[src/sv/wsd_pkg.sv]
// Shared constants for the websocket frame deframer.
// No dependencies; imported by the core and by its testbench.
package wsd_pkg;

    localparam int LENGTH_BITS = 64;

    localparam logic [7:0] HDR_TOP_BIT     = 8'h80;
    localparam logic [7:0] HDR_OPCODE_MASK = 8'h0F;
    localparam logic [7:0] HDR_LEN_MASK    = 8'h7F;
    localparam logic [6:0] LEN7_EXT16      = 7'd126;
    localparam logic [6:0] LEN7_EXT64      = 7'd127;

    localparam logic [2:0] EXT16_BYTES     = 3'd2;
    localparam logic [2:0] EXT64_BYTES     = 3'd0;
    localparam logic [2:0] KEY_BYTES       = 3'd4;

    typedef logic [LENGTH_BITS-1:0] frame_len_t;

endpackage

[src/sv/websocket_frame_deframer_core.sv]
// Results are registered: an accepted input word's result word is on m_* in the next cycle.
// Throughput: one input word per cycle; s_ready drops only while a result is stalled.
// Header words produce no result, except the last one of an empty frame; each payload word gives one.
// Reset: aresetn is synchronous and active low; it returns the parser to the
// first header word and empties the output register.
// Depends on wsd_pkg.
module websocket_frame_deframer_core (
    input  logic       aclk,
    input  logic       aresetn,
    input  logic       s_valid,
    output logic       s_ready,
    input  logic [7:0] s_stream_byte,
    output logic       m_valid,
    input  logic       m_ready,
    output logic [7:0] m_payload_byte,
    output logic       m_data_valid,
    output logic [3:0] m_frame_opcode,
    output logic       m_frame_fin,
    output logic       m_frame_last
);
    import wsd_pkg::*;

    typedef enum logic [2:0] {
        PH_HDR1,
        PH_HDR2,
        PH_EXT,
        PH_KEY,
        PH_DATA
    } phase_t;

    phase_t     phase_reg, phase_next;
    logic [2:0] hdr_count_reg, hdr_count_next;
    logic       ext_long_reg, ext_long_next;
    logic       fin_reg, fin_next;
    logic [3:0] opcode_reg, opcode_next;
    logic       mask_reg, mask_next;
    frame_len_t remain_reg, remain_next;
    logic [31:0] key_reg, key_next;
    logic [1:0] key_idx_reg, key_idx_next;

    logic       m_valid_reg, m_valid_next;
    logic [7:0] m_byte_reg, m_byte_next;
    logic       m_dvalid_reg, m_dvalid_next;
    logic [3:0] m_opcode_reg, m_opcode_next;
    logic       m_fin_reg, m_fin_next;
    logic       m_last_reg, m_last_next;

    logic       accept;
    logic       emit;
    logic [7:0] emit_byte;
    logic       emit_dvalid;
    logic       emit_last;
    logic [6:0] len7;
    logic [2:0] count_inc;
    logic [7:0] key_byte;
    frame_len_t hdr_len;

    assign s_ready   = !m_valid_reg || m_ready;
    assign accept    = s_valid && s_ready;
    assign len7      = 7'(s_stream_byte & HDR_LEN_MASK);
    assign count_inc = hdr_count_reg + 3'd1;
    assign key_byte  = key_reg[{~key_idx_reg, 3'b000} +: 8];

    always_comb begin
        phase_next     = phase_reg;
        hdr_count_next = hdr_count_reg;
        ext_long_next  = ext_long_reg;
        fin_next       = fin_reg;
        opcode_next    = opcode_reg;
        mask_next      = mask_reg;
        remain_next    = remain_reg;
        key_next       = key_reg;
        key_idx_next   = key_idx_reg;
        emit           = 1'b0;
        emit_byte      = 8'd0;
        emit_dvalid    = 1'b0;
        emit_last      = 1'b0;
        hdr_len        = remain_reg;

        if (accept) begin
            case (phase_reg)
                PH_HDR1: begin
                    fin_next    = (s_stream_byte & HDR_TOP_BIT) == HDR_TOP_BIT;
                    opcode_next = 4'(s_stream_byte & HDR_OPCODE_MASK);
                    phase_next  = PH_HDR2;
                end
                PH_HDR2: begin
                    mask_next      = (s_stream_byte & HDR_TOP_BIT) == HDR_TOP_BIT;
                    key_next       = '0;
                    hdr_count_next = '0;
                    key_idx_next   = '0;
                    remain_next    = '0;
                    if (len7 == LEN7_EXT16 || len7 == LEN7_EXT64) begin
                        ext_long_next = (len7 == LEN7_EXT64);
                        phase_next    = PH_EXT;
                    end else begin
                        hdr_len     = LENGTH_BITS'(len7);
                        remain_next = hdr_len;
                        if (mask_next) begin
                            phase_next = PH_KEY;
                        end else if (hdr_len == '0) begin
                            phase_next = PH_HDR1;
                            emit       = 1'b1;
                            emit_last  = 1'b1;
                        end else begin
                            phase_next = PH_DATA;
                        end
                    end
                end
                PH_EXT: begin
                    hdr_len        = {remain_reg[LENGTH_BITS-9:0], s_stream_byte};
                    remain_next    = hdr_len;
                    hdr_count_next = count_inc;
                    if (count_inc == (ext_long_reg ? EXT64_BYTES : EXT16_BYTES)) begin
                        hdr_count_next = '0;
                        key_idx_next   = '0;
                        if (mask_reg) begin
                            phase_next = PH_KEY;
                        end else if (hdr_len == '0) begin
                            phase_next = PH_HDR1;
                            emit       = 1'b1;
                            emit_last  = 1'b1;
                        end else begin
                            phase_next = PH_DATA;
                        end
                    end
                end
                PH_KEY: begin
                    key_next       = {key_reg[23:0], s_stream_byte};
                    hdr_count_next = count_inc;
                    if (count_inc == KEY_BYTES) begin
                        hdr_count_next = '0;
                        if (remain_reg == '0) begin
                            phase_next = PH_HDR1;
                            emit       = 1'b1;
                            emit_last  = 1'b1;
                        end else begin
                            phase_next = PH_DATA;
                        end
                    end
                end
                PH_DATA: begin
                    emit         = 1'b1;
                    emit_dvalid  = 1'b1;
                    emit_byte    = s_stream_byte ^ key_byte;
                    key_idx_next = key_idx_reg + 2'd1;
                    remain_next  = remain_reg - LENGTH_BITS'(1);
                    if (remain_reg == LENGTH_BITS'(1)) begin
                        emit_last  = 1'b1;
                        phase_next = PH_HDR1;
                    end
                end
                default: begin
                    phase_next = PH_HDR1;
                end
            endcase
        end
    end

    always_comb begin
        m_valid_next  = m_valid_reg && !m_ready;
        m_byte_next   = m_byte_reg;
        m_dvalid_next = m_dvalid_reg;
        m_opcode_next = m_opcode_reg;
        m_fin_next    = m_fin_reg;
        m_last_next   = m_last_reg;
        if (emit) begin
            m_valid_next  = 1'b1;
            m_byte_next   = emit_byte;
            m_dvalid_next = emit_dvalid;
            m_opcode_next = opcode_reg;
            m_fin_next    = fin_reg;
            m_last_next   = emit_last;
        end
    end

    always_ff @(posedge aclk) begin
        if (!aresetn) begin
            phase_reg     <= PH_HDR1;
            hdr_count_reg <= '0;
            ext_long_reg  <= 1'b0;
            fin_reg       <= 1'b0;
            opcode_reg    <= '0;
            mask_reg      <= 1'b0;
            remain_reg    <= '0;
            key_reg       <= '0;
            key_idx_reg   <= '0;
            m_valid_reg   <= 1'b0;
            m_byte_reg    <= '0;
            m_dvalid_reg  <= 1'b0;
            m_opcode_reg  <= '0;
            m_fin_reg     <= 1'b0;
            m_last_reg    <= 1'b0;
        end else begin
            phase_reg     <= phase_next;
            hdr_count_reg <= hdr_count_next;
            ext_long_reg  <= ext_long_next;
            fin_reg       <= fin_next;
            opcode_reg    <= opcode_next;
            mask_reg      <= mask_next;
            remain_reg    <= remain_next;
            key_reg       <= key_next;
            key_idx_reg   <= key_idx_next;
            m_valid_reg   <= m_valid_next;
            m_byte_reg    <= m_byte_next;
            m_dvalid_reg  <= m_dvalid_next;
            m_opcode_reg  <= m_opcode_next;
            m_fin_reg     <= m_fin_next;
            m_last_reg    <= m_last_next;
        end
    end

    assign m_valid        = m_valid_reg;
    assign m_payload_byte = m_byte_reg;
    assign m_data_valid   = m_dvalid_reg;
    assign m_frame_opcode = m_opcode_reg;
    assign m_frame_fin    = m_fin_reg;
    assign m_frame_last   = m_last_reg;

endmodule

[config.mk]
export PLATFORM = sky130hd
export DESIGN_NAME = websocket_frame_deframer_core
export DESIGN_NICKNAME = d
export VERILOG_FILES = /design/src/sv/wsd_pkg.sv /design/src/sv/websocket_frame_deframer_core.sv
export SDC_FILE = /design/constraint.sdc
export NUM_CORES = 1
export LEC_CHECK = 0
export ABC_AREA = 1
export BUFFER_PORTS_ARGS = -buffer_cell sky130_fd_sc_hd__buf_2
export CAP_MARGIN = 20
export CORE_ASPECT_RATIO = 0.9
export CORE_MARGIN = 4
export CORE_UTILIZATION = 45
export DETAILED_ROUTE_END_ITERATION = 10
export HOLD_SLACK_MARGIN = 0.08
export PLACE_DENSITY = 0.64
export SYNTH_ARGS = -nofsm -noshare
export SYNTH_HDL_FRONTEND = slang
export SYNTH_SLANG_ARGS = --single-unit
export TNS_END_PERCENT = 20
[constraint.sdc]
create_clock -name aclk -period 4.3 [get_ports aclk]
set_input_delay 0.215 -clock aclk [delete_from_list [all_inputs] [get_ports aclk]]
set_output_delay 0.215 -clock aclk [all_outputs]
set_load 0.05 [all_outputs]
==> impl_summary.txt <==
----------------------------------------------------
[Route]
  Detail-routed via count per cell ... 5.66
  Wire per inst ... 16.2 um
  DRC violation total after the first TritonRoute iteration ... 770
  Routed WL ... 22,800 um
  Number of vias in the routed layout ... 7,943
  Detailed-router iteration count before antenna repair ... 5
  Remaining antenna violation count ... 0
  Residual DRC ... 0

[Clock tree]
  Number of buffers inserted to repair setup after CTS ... 0
  Post-CTS Hold Fix Bufs ... 0
  Number of clock sinks ... 127
  Latest clock arrival within the worst-skew pair ... 0.43 ns
  Register clock-pin slew on the reported worst setup and hold paths ... 0.06 ns
  Clock Root Buffer ... sky130_fd_sc_hd__clkbuf_16
  Gates resized, CTS repair ... 0
  TritonCTS clock tree ... done
  # H-tree levels ... 4
  Maximum root-to-sink buffer count ... 2
  TritonCTS buffer count ... 17

[Timing]
  Count of endpoints failing setup in the final report ... 0
  F_max ... 0.353 GHz
  Total Neg Setup Slack ... 0 ns
  Share of the clock period used by the worst path ... 65.9%
  Unrepaired setup endpoints after global routing ... no
  Setup skew after layout ... 0.0116 ns
  Slew @ Worst Pin ... 1.07 ns
  Number of endpoints with negative hold slack in the final report ... 0
  Final Critical Period ... 2.83 ns
  Final count of pins violating max slew ... 0
  Worst setup margin ... 1.47 ns
  Worst relative slew slack ... 28.7%

[Die]
  Initial cell density of the core ... 46.1%
  # rows ... 44
  Total Die Area ... 0.0187 mm^2
  Horizontal die dimension ... 144 um
  Number of ports placed on the die boundary ... 29
  Placeable core region ... 0.0162 mm^2
  Height of the chip ... 130 um

[Synth]
  Cell Area, Synth ... 0.00746 mm^2
  Commonest cells in the netlist ... sky130_fd_sc_hd__nand2_1, sky130_fd_sc_hd__a21oi_1, sky130_fd_sc_hd__nor2_1
  Synth top area share ... 34.1%
  Synth top area cells ... sky130_fd_sc_hd__dfxtp_1, sky130_fd_sc_hd__a21oi_1, sky130_fd_sc_hd__nand2_1
  Fraction of the yosys area taken by sequential cells ... 34.1%
  Prevailing post-synth register cell ... sky130_fd_sc_hd__dfxtp_1
  Avg Cell Area, Syn ... 6.33 um^2
  Number of enable flip-flop cells after synthesis ... 0
  Flop and latch count out of synthesis ... 127
  Area leader, netlist ... sky130_fd_sc_hd__dfxtp_1
  Gate count after technology mapping ... 1,179
  Number of distinct library cells after synthesis ... 42
  Mapped Nets ... 1,195
  Library cell with the highest instance count after synthesis ... sky130_fd_sc_hd__nand2_1
  Number of synthesis warnings ... 0
  Post-synth ARST share ... 0%

[Setup path]
  Required time at the endpoint of the critical path ... 4.61 ns
  Critical path data arrival time ... 3.14 ns
  Highest net fanout along the worst path ... 36
  Kind of end point of the critical path ... flop
  Worst setup SP type ... flop
  CP Class ... flop to flop

[Placed design]
  Worst slack, placed ... 1.37 ns
  Hpwl dp ... 15,200 um
  Final Wtd Congestion ... 0.910
  IO buf count ... 28

[Finish]
  Area growth, synth to finish ... 11.9%
  Count of antenna diodes in the layout ... 0
  Layout cell share with drive strength beyond 1 ... 10.4%
  Largest register FFs ... 64
  Area used by sequential logic in the layout ... 0.00254 mm^2
  Multi-input logic area ... 0.00441 mm^2
  Post-layout nets ... 1,199
  Total of fill cells in the finished design ... 1,713

[Global route]
  Met3 global-route usage ... 5.20%
  Layer with the highest usage ... met1
  Number of global-route vias before repair ... 6,967
  Overall track demand over capacity in global routing ... 25.0%
  Met1 layer usage reported by global route ... 38.0%
  Initial antenna violation count ... 0
  Wire length of the first global-routing pass ... 37,300 um
  Pin count of the biggest net entering global routing ... 67
  Overflow left after global routing ... 0
  Met2 global-route usage ... 36.3%

[Power and ir drop]
  Leakage power ... 0.00338 uW
  Areal power density over the cells ... 560 mW/mm^2
  Worst voltage drop across the vdd grid ... 0.351 mV

[Outcome]
  Run status ... complete, no violations

[Min path]
  Path category of the worst min-delay check ... input pin to flop

[Job]
  Count of maximum capacitance violations ... 0

----------------------------------------------------
==> per-layer routing <==
layer / routed length [um] / share of wire (%) / up-vias
met3: 1630 / 7.1 / 18
li1: - / - / 4018
met4: 240 / 1.1 / 0
met2: 9680 / 43 / 291
met1: 11200 / 49 / 3616
met5: 0 / 0 / -
==> placed cells by master (no fill, tap or decap), types with 6 or more instances in the layout <==
master                      instances
sky130_fd_sc_hd__inv_2             12
sky130_fd_sc_hd__dfxtp_1          127
sky130_fd_sc_hd__or2_2             14
sky130_fd_sc_hd__buf_4              8
sky130_fd_sc_hd__inv_1             65
sky130_fd_sc_hd__a21oi_1          197
sky130_fd_sc_hd__clkbuf_16         17
sky130_fd_sc_hd__nand4_1           13
sky130_fd_sc_hd__buf_2             28
sky130_fd_sc_hd__nor3_1            16
sky130_fd_sc_hd__inv_6              6
sky130_fd_sc_hd__o22ai_1           10
sky130_fd_sc_hd__nor2_2            12
sky130_fd_sc_hd__nor2_1           174
sky130_fd_sc_hd__o21ai_0          115
sky130_fd_sc_hd__nand2_1          211
sky130_fd_sc_hd__nand3_1          103
==> power by group <==
| part | internal [uW] | switching [uW] | total [uW] |
|---|---|---|---|
| clock network | 888 | 637 | 1520 |
| logic | 488 | 1190 | 1680 |
| registers | 1290 | 177 | 1470 |
==> final timing paths <==
check             depth (start not counted)                           start                             end  slack [ns]
setup / recovery                         10       phase_reg[0]$_SDFFE_PN0P_     remain_reg[39]$_SDFFE_PN0P_        1.47
hold / removal                            4                         m_ready              m_valid$_SDFF_PN0_        0.09
setup reg to reg                         10       phase_reg[0]$_SDFFE_PN0P_     remain_reg[39]$_SDFFE_PN0P_        1.47
hold reg to reg                           2  m_payload_byte[2]$_SDFFE_PN0P_  m_payload_byte[2]$_SDFFE_PN0P_        0.46
==> metrics by stage <==
| stage | hold WS (ns) | utilization [%] | cells | total power, uW | cell area, um^2 |
|---|---|---|---|---|---|
| finish | 0.0886 | 51.6 | 1403 | 4670 | 8350 |
| global route | 0.109 | 51.6 | 1403 | 4970 | 8350 |
| CTS | 0.0832 | 51.4 | 1402 | 4650 | 8320 |
| detailed placement | 0.451 | 47.6 | 1370 | 3120 | 7700 |
| global placement | 0.448 | 47.6 | 1370 | 3110 | 7700 |
| floorplan | 0.350 | - | 1179 | 2680 | 7460 |
==> cell families after synthesis <==
| kind of cell | share of synthesized area [%] |
|---|---|
| AO/OA/AOI/OAI | 24.6 |
| AND/OR/NAND/NOR | 33.0 |
| flip-flops | 34.1 |
| adder cells (fa/ha/maj) | 0.671 |
| XOR/XNOR | 0.704 |
| buffers and inverters | 6.94 |
==> area by class of cell <==
class                   count  area share (%)
clock buffers              17            5.10
clock inverters            15            2.28
inverters                  77            3.46
well taps                 207            3.10
multi-input cells         923            52.9
repair buffers             37            2.73
flip-flops and latches    127            30.5
==> worst max-delay path, stage by stage, from the launching register on <==
cell and delay, ns:
sky130_fd_sc_hd__dfxtp_1 0.37, sky130_fd_sc_hd__nor2_2 0.18, sky130_fd_sc_hd__inv_2 0.08, sky130_fd_sc_hd__nor2_4 0.07, sky130_fd_sc_hd__buf_4 0.41, sky130_fd_sc_hd__inv_2 0.10
sky130_fd_sc_hd__a31oi_4 0.55, sky130_fd_sc_hd__inv_2 0.43, sky130_fd_sc_hd__buf_16 0.29, sky130_fd_sc_hd__a21oi_1 0.13, sky130_fd_sc_hd__a21oi_1 0.09
No activity file was read; power rests on OpenSTA's default activity.
